$ cat src/rtl/hsv2rgb_pkg.sv
// ----------------------------------------------------------------------------
// hsv2rgb_pkg
// Shared types and constants for the HSV to RGB converter pipeline.
// ----------------------------------------------------------------------------
package hsv2rgb_pkg;

  localparam int HUE_W   = 9;
  localparam int PCT_W   = 7;
  localparam int LEVEL_W = 8;
  localparam int REM_W   = 6;

  localparam logic [HUE_W-1:0] FULL_CIRCLE = 9'd360;
  localparam logic [PCT_W-1:0] FULL_PCT    = 7'd100;
  localparam logic [REM_W-1:0] SECTOR_DEG  = 6'd60;
  localparam logic [7:0]       LEVEL_MAX   = 8'd255;
  localparam logic [12:0]      SECTOR_SPAN = 13'd6000;  // percent * degrees

  // Sector of the color wheel, 60 degrees each.
  typedef enum logic [2:0] {
    SEC_RED_YEL  = 3'd0,
    SEC_YEL_GRN  = 3'd1,
    SEC_GRN_CYAN = 3'd2,
    SEC_CYAN_BLU = 3'd3,
    SEC_BLU_MAG  = 3'd4,
    SEC_MAG_RED  = 3'd5
  } sector_t;

  // Decoded input: wrapped hue split into sector and remainder, clamped percents.
  typedef struct packed {
    logic [PCT_W-1:0] sat;
    logic [PCT_W-1:0] val;
    sector_t          sector;
    logic [REM_W-1:0] rem;
  } dec_t;

  // Levels before routing to channels.
  typedef struct packed {
    logic [LEVEL_W-1:0] top;
    logic [LEVEL_W-1:0] p;
    logic [LEVEL_W-1:0] q;
    logic [LEVEL_W-1:0] t;
  } levels_t;

  typedef struct packed {
    logic [LEVEL_W-1:0] red;
    logic [LEVEL_W-1:0] green;
    logic [LEVEL_W-1:0] blue;
  } rgb_t;

  // Exact floor division by constants: drop the power-of-two factor, then
  // multiply by ceil(2^K/D) and keep bits from K up. K = numerator bits + log2 D.
  // top = (255*v) / 100    : >>2, then / 25,   13-bit numerator
  localparam int          TOP_SH  = 2;
  localparam logic [63:0] TOP_DIV = 64'd25;
  localparam int          TOP_K   = 18;
  localparam logic [63:0] TOP_MUL = ((64'd1 << TOP_K) + TOP_DIV - 64'd1) / TOP_DIV;
  // p = (255*v*(100-s)) / 10000 : >>4, then / 625, 18-bit numerator
  localparam int          P_SH    = 4;
  localparam logic [63:0] P_DIV   = 64'd625;
  localparam int          P_K     = 28;
  localparam logic [63:0] P_MUL   = ((64'd1 << P_K) + P_DIV - 64'd1) / P_DIV;
  // q, t = (255*v*f) / 600000 : >>6, then / 9375, 22-bit numerator
  localparam int          QT_SH   = 6;
  localparam logic [63:0] QT_DIV  = 64'd9375;
  localparam int          QT_K    = 36;
  localparam logic [63:0] QT_MUL  = ((64'd1 << QT_K) + QT_DIV - 64'd1) / QT_DIV;

endpackage

$ cat src/rtl/hsv2rgb_if.sv
// ----------------------------------------------------------------------------
// hsv2rgb_if
// Valid/ready channels carrying HSV requests and RGB results.
// ----------------------------------------------------------------------------
interface hsv2rgb_hsv_if;
  logic       valid;
  logic       ready;
  logic [8:0] hue;
  logic [6:0] saturation;
  logic [6:0] brightness;

  modport source (output valid, hue, saturation, brightness, input ready);
  modport sink   (input valid, hue, saturation, brightness, output ready);
endinterface

interface hsv2rgb_rgb_if;
  logic       valid;
  logic       ready;
  logic [7:0] red;
  logic [7:0] green;
  logic [7:0] blue;

  modport source (output valid, red, green, blue, input ready);
  modport sink   (input valid, red, green, blue, output ready);
endinterface

$ cat src/rtl/hsv2rgb_sector.sv
// ----------------------------------------------------------------------------
// hsv2rgb_sector
// Wraps the hue, clamps the percents and splits the hue into sector and rest.
// ----------------------------------------------------------------------------
module hsv2rgb_sector
  import hsv2rgb_pkg::*;
(
  input  logic [HUE_W-1:0] hue,
  input  logic [PCT_W-1:0] saturation,
  input  logic [PCT_W-1:0] brightness,
  output dec_t             dec
);

  logic [HUE_W-1:0] h;

  always_comb begin
    h = (hue >= FULL_CIRCLE) ? hue - FULL_CIRCLE : hue;
    dec.sat = (saturation > FULL_PCT) ? FULL_PCT : saturation;
    dec.val = (brightness > FULL_PCT) ? FULL_PCT : brightness;
    if (h >= 9'd300) begin
      dec.sector = SEC_MAG_RED;
      dec.rem    = REM_W'(h - 9'd300);
    end else if (h >= 9'd240) begin
      dec.sector = SEC_BLU_MAG;
      dec.rem    = REM_W'(h - 9'd240);
    end else if (h >= 9'd180) begin
      dec.sector = SEC_CYAN_BLU;
      dec.rem    = REM_W'(h - 9'd180);
    end else if (h >= 9'd120) begin
      dec.sector = SEC_GRN_CYAN;
      dec.rem    = REM_W'(h - 9'd120);
    end else if (h >= 9'd60) begin
      dec.sector = SEC_YEL_GRN;
      dec.rem    = REM_W'(h - 9'd60);
    end else begin
      dec.sector = SEC_RED_YEL;
      dec.rem    = REM_W'(h);
    end
  end

endmodule

$ cat src/rtl/hsv2rgb_route.sv
// ----------------------------------------------------------------------------
// hsv2rgb_route
// Steers the four levels onto red, green and blue by color-wheel sector.
// ----------------------------------------------------------------------------
module hsv2rgb_route
  import hsv2rgb_pkg::*;
(
  input  levels_t lev,
  input  sector_t sector,
  output rgb_t    rgb
);

  always_comb begin
    case (sector)
      SEC_RED_YEL: begin
        rgb = '{red: lev.top, green: lev.t, blue: lev.p};
      end
      SEC_YEL_GRN: begin
        rgb = '{red: lev.q, green: lev.top, blue: lev.p};
      end
      SEC_GRN_CYAN: begin
        rgb = '{red: lev.p, green: lev.top, blue: lev.t};
      end
      SEC_CYAN_BLU: begin
        rgb = '{red: lev.p, green: lev.q, blue: lev.top};
      end
      SEC_BLU_MAG: begin
        rgb = '{red: lev.t, green: lev.p, blue: lev.top};
      end
      default: begin
        rgb = '{red: lev.top, green: lev.p, blue: lev.q};
      end
    endcase
  end

endmodule

$ cat src/rtl/hsv_to_rgb_converter.sv
// ----------------------------------------------------------------------------
// hsv_to_rgb_converter
// An accepted request reaches rgb through the decode, factor, numerator, quotient and output registers.
// Throughput: one request per cycle; each stage advances when its successor
// has room, so stalls on rgb back up stage by stage and bubbles are squeezed.
// Reset: synchronous rst clears the valid bits; data registers are not reset.
// ----------------------------------------------------------------------------
module hsv_to_rgb_converter
  import hsv2rgb_pkg::*;
(
  input logic          clk,
  input logic          rst,
  hsv2rgb_hsv_if.sink  hsv,
  hsv2rgb_rgb_if.source rgb
);

  // Stage enables: a stage loads when it is empty or its successor loads.
  logic en1, en2, en3, en4, en5;
  logic v1, v2, v3, v4, v5;

  // Stage 1: decoded request.
  dec_t dec_next, s1;

  // Stage 2: scale factors. a = 255*v, ds = 100-s, qf = 6000 - s*rem, tf = 6000 - s*(60-rem).
  logic [14:0] a2;
  logic [6:0]  ds2;
  logic [12:0] qf2, tf2;
  sector_t     sec2;

  // Stage 3: full numerators.
  logic [14:0] a3;
  logic [21:0] pn3;
  logic [27:0] qn3, tn3;
  sector_t     sec3;

  // Stage 4: quotients by reciprocal multiplication.
  logic [26:0] top_prod;
  logic [36:0] p_prod;
  logic [44:0] q_prod, t_prod;
  levels_t     lev4;
  sector_t     sec4;

  // Stage 5: routed output register.
  rgb_t rgb_next, rgb_q;

  assign en5 = !v5 || rgb.ready;
  assign en4 = !v4 || en5;
  assign en3 = !v3 || en4;
  assign en2 = !v2 || en3;
  assign en1 = !v1 || en2;
  assign hsv.ready = en1;

  hsv2rgb_sector u_sector (
    .hue        (hsv.hue),
    .saturation (hsv.saturation),
    .brightness (hsv.brightness),
    .dec        (dec_next)
  );

  // Valid bits travel with the data.
  always_ff @(posedge clk) begin
    if (rst) begin
      v1 <= 1'b0;
      v2 <= 1'b0;
      v3 <= 1'b0;
      v4 <= 1'b0;
      v5 <= 1'b0;
    end else begin
      if (en1) v1 <= hsv.valid;
      if (en2) v2 <= v1;
      if (en3) v3 <= v2;
      if (en4) v4 <= v3;
      if (en5) v5 <= v4;
    end
  end

  // Stage 1: take the request.
  always_ff @(posedge clk) begin
    if (en1) begin
      s1 <= dec_next;
    end
  end

  // Stage 2: small products; s*rem and s*(60-rem) never exceed 6000.
  always_ff @(posedge clk) begin
    if (en2) begin
      a2   <= 15'(s1.val) * 15'(LEVEL_MAX);
      ds2  <= FULL_PCT - s1.sat;
      qf2  <= SECTOR_SPAN - 13'(s1.sat) * 13'(s1.rem);
      tf2  <= SECTOR_SPAN - 13'(s1.sat) * 13'(SECTOR_DEG - s1.rem);
      sec2 <= s1.sector;
    end
  end

  // Stage 3: one multiplier each for the p, q and t levels; a passes through for top.
  always_ff @(posedge clk) begin
    if (en3) begin
      a3   <= a2;
      pn3  <= 22'(a2) * 22'(ds2);
      qn3  <= 28'(a2) * 28'(qf2);
      tn3  <= 28'(a2) * 28'(tf2);
      sec3 <= sec2;
    end
  end

  // Stage 4: divide by the constant denominators. The power-of-two part is a
  // shift; the odd part is a multiply by its rounded-up reciprocal, exact for
  // every numerator the earlier stages can produce.
  assign top_prod = 27'(a3[14:TOP_SH]) * 27'(TOP_MUL);
  assign p_prod   = 37'(pn3[21:P_SH]) * 37'(P_MUL);
  assign q_prod   = 45'(qn3[27:QT_SH]) * 45'(QT_MUL);
  assign t_prod   = 45'(tn3[27:QT_SH]) * 45'(QT_MUL);

  always_ff @(posedge clk) begin
    if (en4) begin
      lev4.top <= top_prod[TOP_K +: LEVEL_W];
      lev4.p   <= p_prod[P_K +: LEVEL_W];
      lev4.q   <= q_prod[QT_K +: LEVEL_W];
      lev4.t   <= t_prod[QT_K +: LEVEL_W];
      sec4     <= sec3;
    end
  end

  // Stage 5: route by sector into the output register. Zero saturation needs
  // no special path: all four levels then equal floor(255*v/100).
  hsv2rgb_route u_route (
    .lev    (lev4),
    .sector (sec4),
    .rgb    (rgb_next)
  );

  always_ff @(posedge clk) begin
    if (en5) begin
      rgb_q <= rgb_next;
    end
  end

  assign rgb.valid = v5;
  assign rgb.red   = rgb_q.red;
  assign rgb.green = rgb_q.green;
  assign rgb.blue  = rgb_q.blue;

`ifndef SYNTHESIS
  // Remainder within a sector stays below 60 degrees.
  a_rem_range: assert property (@(posedge clk) disable iff (rst)
    v1 |-> s1.rem < SECTOR_DEG)
    else $error("hue remainder out of range");

  // The two ramp factors always add up to 12000 - 60*s, that is 6000 + 60*ds.
  a_ramp_sum: assert property (@(posedge clk) disable iff (rst)
    v2 |-> 14'(qf2) + 14'(tf2) == 14'd6000 + 14'(ds2) * 14'd60)
    else $error("ramp factors inconsistent");

  // Levels are ordered: p lowest, top highest.
  a_level_order: assert property (@(posedge clk) disable iff (rst)
    v4 |-> (lev4.p <= lev4.q) && (lev4.p <= lev4.t) &&
           (lev4.q <= lev4.top) && (lev4.t <= lev4.top))
    else $error("level ordering violated");

  // Nothing comes out right after reset.
  a_reset_empty: assert property (@(posedge clk)
    $past(rst) |-> !rgb.valid)
    else $error("result valid after reset");
`endif

endmodule
$ cat src/flat_wrapper.sv
// flat-port wrapper written by rule: the top's interface ports become plain ports
module hsv_to_rgb_converter_flat import hsv2rgb_pkg::*;
  (clk, rst, hsv_valid, hsv_hue, hsv_saturation, hsv_brightness, hsv_ready, rgb_valid, rgb_red, rgb_green, rgb_blue, rgb_ready);
  hsv2rgb_hsv_if hsv_i ();
  hsv2rgb_rgb_if rgb_i ();
  input logic clk;
  input logic rst;
  input wire logic [$bits(hsv_i.valid)-1:0] hsv_valid;
  input wire logic [$bits(hsv_i.hue)-1:0] hsv_hue;
  input wire logic [$bits(hsv_i.saturation)-1:0] hsv_saturation;
  input wire logic [$bits(hsv_i.brightness)-1:0] hsv_brightness;
  output wire logic [$bits(hsv_i.ready)-1:0] hsv_ready;
  output wire logic [$bits(rgb_i.valid)-1:0] rgb_valid;
  output wire logic [$bits(rgb_i.red)-1:0] rgb_red;
  output wire logic [$bits(rgb_i.green)-1:0] rgb_green;
  output wire logic [$bits(rgb_i.blue)-1:0] rgb_blue;
  input wire logic [$bits(rgb_i.ready)-1:0] rgb_ready;
  assign hsv_i.valid = hsv_valid;
  assign hsv_i.hue = hsv_hue;
  assign hsv_i.saturation = hsv_saturation;
  assign hsv_i.brightness = hsv_brightness;
  assign hsv_ready = hsv_i.ready;
  assign rgb_valid = rgb_i.valid;
  assign rgb_red = rgb_i.red;
  assign rgb_green = rgb_i.green;
  assign rgb_blue = rgb_i.blue;
  assign rgb_i.ready = rgb_ready;
  hsv_to_rgb_converter u_core (.clk(clk), .rst(rst), .hsv(hsv_i), .rgb(rgb_i));
endmodule
$ cat config.mk
export PLATFORM = sky130hd
export DESIGN_NAME = hsv_to_rgb_converter_flat
export DESIGN_NICKNAME = d
export VERILOG_FILES = /design/src/rtl/hsv2rgb_pkg.sv /design/src/rtl/hsv2rgb_if.sv /design/src/rtl/hsv2rgb_sector.sv /design/src/rtl/hsv2rgb_route.sv /design/src/rtl/hsv_to_rgb_converter.sv /design/src/flat_wrapper.sv
export SDC_FILE = /design/constraint.sdc
export NUM_CORES = 2
export LEC_CHECK = 0
export ABC_AREA = 0
export BUFFER_PORTS_ARGS = -buffer_cell sky130_fd_sc_hd__buf_4
export CAP_MARGIN = 20
export CORE_MARGIN = 5
export CORE_UTILIZATION = 50
export DETAILED_ROUTE_END_ITERATION = 8
export HOLD_SLACK_MARGIN = 0.02
export PLACE_DENSITY = 0.68
export SLEW_MARGIN = 30
export SYNTH_ARGS = -nofsm -noshare
export SYNTH_HDL_FRONTEND = slang
export SYNTH_SLANG_ARGS = --single-unit
export TNS_END_PERCENT = 30
$ cat constraint.sdc
create_clock -name clk -period 6.45 [get_ports clk]
set_input_delay 0.645 -clock clk [delete_from_list [all_inputs] [get_ports clk]]
set_output_delay 0.645 -clock clk [all_outputs]
set_load 0.05 [all_outputs]
== Word-level counts from Yosys, hierarchy flattened ==
Index checks and enable logic that the tools add are counted.
Operators by class
  add/subtract/negate cells: 10
  $mul: 10
  $lt $le $gt $ge: 8
  equality and inequality tests: 4
  multiplexer cells: 7
  reductions and logical operators: 12
Operators with widths (number)
  one-hot mux 24 bit (5 select lines): 1
  multiplier 22 x 22 -> 43 bit, second input constant: 2
  multiplier 15 x 13 -> 28 bit: 2
  multiplier 18 x 19 -> 36 bit, second input constant: 1
  subtractor 6 bit, second input constant: 5
  subtractor 13 bit, first input constant: 2
  multiplier 13 x 13 -> 25 bit, second input constant: 1
  multiplier 15 x 7 -> 22 bit: 1
  greater-or-equal comparator 9 x 8 -> 1 bit, second input constant: 2
  greater-or-equal comparator 9 bit, second input constant: 2
  2-to-1 mux 8 bit: 2
  multiplier 7 x 8 -> 15 bit, second input constant: 1
  > comparator 7 bit, second input constant: 2
  2-to-1 mux 7 bit: 2
  multiplier 7 x 13 -> 13 bit: 1
  multiplier 7 x 6 -> 13 bit: 1
  greater-or-equal comparator 9 x 6 -> 1 bit, second input constant: 1
  greater-or-equal comparator 9 x 7 -> 1 bit, second input constant: 1
  2-to-1 mux 9 bit: 1
  subtractor 9 bit, second input constant: 1
  subtractor 6 x 6 -> 7 bit, first input constant: 1
  subtractor 7 bit, first input constant: 1
  equality test 3 x 2 -> 1 bit, second input constant: 2
  2-to-1 mux 6 bit: 1
  6 further kinds: 14
Storage, ports and cells
  flip-flop bits (word level): 234
  bits of input ports: 27
  output and inout port bits: 26
  word-level logic and storage cells: 79

== Logic depth before layout (Yosys ltp) ==
  depth after elaboration: 8
  gate-level depth with buffers: 24
  depth with buffers taken out: 24

== Cells and area by module ==
From an unflattened synthesis, not the netlist that was laid out.
Unflattened totals
  cells, all modules: 5134
  area total of the unflattened synthesis: 51991.1 um^2
Modules (own cells, without submodules)
  hsv_to_rgb_converter: times used 1, cells an instance 4844, area each 50051.8 um^2, sequential area each 6406.1 um^2
  hsv2rgb_sector: times used 1, cells an instance 145, area each 970.9 um^2, sequential area each 0.0 um^2
  hsv2rgb_route: times used 1, cells an instance 145, area each 968.4 um^2, sequential area each 0.0 um^2

== Worst setup path after synthesis ==
No wires, ideal clock.
  path type: register to register
  start point: reg u_core.tn3[15]
  end point: reg u_core.lev4[2] (netlist name) (data pin)
  library setup time: 0.258 ns
  data arrival time: 6.082 ns
  required time: 6.192 ns
  path slack: 0.110 ns
  cell stages (with the launch flop): 23
  buffers on the path: 0
  cell sequence: edfxtp_1 inv_1 fa_1 inv_1 fa_1 fa_1 fa_1 fa_1 fa_1 inv_1 fa_1 inv_1 ha_1 a21o_1 a21o_1 a21oi_1 nand2_1 or4b_1 a211oi_1 nor2_1 o21a_1 nor2_1 xnor2_1
On the way
  longest elaborated chain between the ends: 1
RTL lines
  start, declared: RTL line hsv_to_rgb_converter.sv:33  | logic [27:0] qn3, tn3;
  start signal, assigned: RTL line hsv_to_rgb_converter.sv:101  | tn3 <= 28'(a2) * 28'(tf2);
  multiplier 22 x 22 -> 43 bit: RTL line hsv_to_rgb_converter.sv:112  | assign t_prod = 45'(tn3[27:QT_SH]) * 45'(QT_MUL);
  via u_core.t_prod[38]: RTL line hsv_to_rgb_converter.sv:39  | logic [44:0] q_prod, t_prod;
  end, declared: RTL line hsv_to_rgb_converter.sv:40  | levels_t lev4;
The timed path passes the listed nets, and every way through them passes these cells.
A chain may end at the register's enable or synchronous reset.

== Final worst setup path ==
  start point: reg u_core.tn3[14]
  end point: reg u_core.lev4[2] (netlist name) (data pin)
Same word-level chain as after synthesis.

==> flow_metrics.tcl <==
set metrics [dict create \
    status "complete, but fails checks" \
    violations "setup timing" \
    cts_sinks 215 \
    async_flop_share_pct 0 \
    fmax_mhz 153 \
    worst_pin_slew_ns 0.888 \
    coreArea_um2 102000 \
    cts_max_level 1 \
    critPathArrivalTime_ns 6.87 \
    hold_class "input pin to flop" \
    yosysSeqAreaShare_pct 12.5 \
    drive_above_1_share_pct 7.94 \
    path_max_fanout 5 \
    rsz0062_at_grt "true" \
    cts_buffers 29 \
    ys.flop_type "edfxtp_1" \
    syn2layout_area_growth_pct 9.19 \
    syn_inst 5005 \
    wirelength_mm 116 \
    hold-worst-slack_ns 0.235 \
    nNetsFinal 7089 \
    dp_hpwl_mm 101 \
    slew_headroom_pct 40.7 \
    drv_slew 0 \
    r2r_end "u_core.lev4[2]" \
    grt_use_total_pct 22.3 \
    hold_viol 0 \
    endpoint_kind "flop" \
    setup-violations-final 6 \
    grt_pass1_wl_mm 194 \
    worst-r2r-cell-count 21 \
    finalSetupTns_ns -0.331 \
    drtAntennaViolNets 0 \
    ys_seq_elements 215 \
    finalCritPeriodShare_pct 101 \
    dieWidth_um 331 \
    globalplace.congestion 0.954 \
    ioPinCount 53 \
    clk_path_buf_depth 3 \
    drt_first_pass_iters 5 \
    drc 0 \
    grt_pass1_vias 36700 \
    num_rows 117 \
    reg2reg_from "u_core.tn3[14]" \
    yosys_warnings 0 \
    drtIter0Drc 1974 \
    synth_fp_nets 6887 \
    required_ns 6.79 \
    clkLatencyLatePin_ns 0.59 \
    fin_ws_ns -0.0811 \
    die-area_um2 109000 \
    drv_cap 0 \
    grt_max_degree 79 \
    clkTransAtPathRegs_ns 0.06 \
    synth_top_area_share_pct 39.4 \
    ys_types 82 \
    crit_start "u_core.tn3[14]" \
    critPathCapture "u_core.lev4[2]" \
    layout_min_cycle_time_ns 6.53 \
    synth_area_leader_cell "fa_1" \
    vias 33900 \
    n_antenna_cell 0 \
    worstHoldStart "hsv_brightness[5]" \
    antenna_found_initial 0 \
    via_per_inst 5.13 \
    cts-root-buf "clkbuf_16" \
    drt-wirelength-per-cell_um 17.6 \
    syn_avg_cell_area_um2 10.3 \
    synth_area_leaders "fa_1 39%, ha_1 21%, edfxtp_1 12%" \
    synth_edf_count 210 \
    crit_path_start_kind "flop" \
    critPathKind "flop to flop" \
    initial_core_util_pct 50.4 \
    rrSetupSlack_ns -0.08 \
    finClkSkew_ns 0.0174 \
    cts_tree "built" \
    synthesis.area_um2 51400 \
    grt_overflow 0 \
    die_h_um 331 \
    port_buffers 52 \
]
-- worst min-delay path by stage --
stage / depth (start not counted) / endpoint / slack, ns
after floorplan: 0 / u_core.sec2[0] / 0.40
after global placement: 0 / u_core.sec4[0] / 0.40
after detailed placement: 0 / u_core.sec2[0] / 0.40
after CTS: 1 / u_core.s1[14] / 0.19
after global routing: 1 / u_core.s1[14] / 0.20
final: 1 / u_core.s1[14] / 0.24
-- flip-flops by register name, indices dropped and copies added (netlist names), 13 cells and up --
name	count
u_core.a3	13
u_core.lev4	32
u_core.pn3	18
u_core.a2	15
u_core.qn3	22
u_core.tn3	22
u_core.s1	23
u_core.tf2	13
-- worst max-delay path: stages, from the launching register on --
cell and delay [ns]:
edfxtp_1 0.44, buf_4 0.17, inv_1 0.08, fa_2 0.47, buf_4 0.16, fa_1 0.48, fa_1 0.56, inv_1 0.05
fa_1 0.40, fa_2 0.56, fa_1 0.42, fa_1 0.44, ha_1 0.33, a21o_1 0.17, a21o_1 0.18, a21o_1 0.19
or4b_4 0.54, a211oi_2 0.17, nor2_1 0.09, o21a_1 0.20, nor2_2 0.11, xnor2_1 0.06
-- per-layer routing --
metal	global-route usage (%)	up-vias	wire length, µm
met3	4.06	133	6970
met5	0	-	0
met2	35.8	741	53500
met1	32.0	17100	53100
met4	4.32	0	2580
li1	-	15900	-
-- repair_timing --
| item | 4_1_cts | 5_1_grt |
|---|---|---|
| endpoints found under the setup margin | 9 | 20 |
| pin swaps | 20 | 14 |
| resized for setup | 12 | 43 |
| hold buffers | 0 | 0 |
| setup buffers | 8 | 10 |
| hold endpoints to repair | 0 | 0 |
-- Yosys cell counts (12+ instances only) --
| master | instances |
|---|---|
| a21o_1 | 70 |
| a21oi_1 | 120 |
| and2_1 | 206 |
| and3_1 | 12 |
| clkbuf_1 | 100 |
| edfxtp_1 | 210 |
| fa_1 | 1012 |
| ha_1 | 843 |
| inv_1 | 1297 |
| mux2i_1 | 26 |
| nand2_1 | 412 |
| nand2b_1 | 12 |
| nand3_1 | 27 |
| nand4_1 | 19 |
| nor2_1 | 146 |
| nor2b_1 | 23 |
| nor3_1 | 27 |
| o21a_1 | 35 |
| o21ai_0 | 60 |
| o21bai_1 | 12 |
| xnor2_1 | 114 |
| xor2_1 | 42 |
-- kinds of logic (layout without fill, tap and decap cells) --
group	Yosys count	in the layout	synth area share [%]
multiplexers	35	35	0.725
adder cells (fa/ha/maj)	1855	1855	59.9
XOR/XNOR	156	156	2.66
AO/OA/AOI/OAI	404	404	5.28
flip-flops	215	215	12.5
AND/OR/NAND/NOR	931	931	8.62
buffers and inverters	1409	1632	10.3
-- cell usage in the layout, fill, tap and decap left out, types with 34 or more instances in the layout --
master	netlist	routed
nand2_1	412	410
a21oi_1	120	117
nor2_1	146	139
fa_1	1012	1007
buf_4	0	277
ha_1	843	837
xnor2_1	114	114
and2_1	206	206
o21a_1	35	34
a21o_1	70	70
inv_1	1297	1290
edfxtp_1	210	210
o21ai_0	60	57
xor2_1	42	42
-- through the flow --
step	worst slack, ns	instances	instance area (µm²)	utilization (%)
after floorplan	0.110	5005	51400	-
after global placement	-0.0960	6526	54700	53.7
after detailed placement	-0.183	6526	54700	53.7
after CTS	-0.0233	6586	55900	54.8
after global routing	-0.286	6596	56100	55.1
final	-0.0811	6596	56100	55.1
-- area by class of cell --
class	count	area (µm²)
Clock buffer	31	733
Clock inverter	21	327
Fill cell	8959	45800
Inverter	1298	4870
Multi-Input combinational cell	3381	39900
Sequential cell	215	6410
Tap cell	1368	1710
Timing Repair Buffer	282	2140
Power is not shown: default switching activity piles up to over one toggle a cycle in this logic, so the estimate is an artifact.
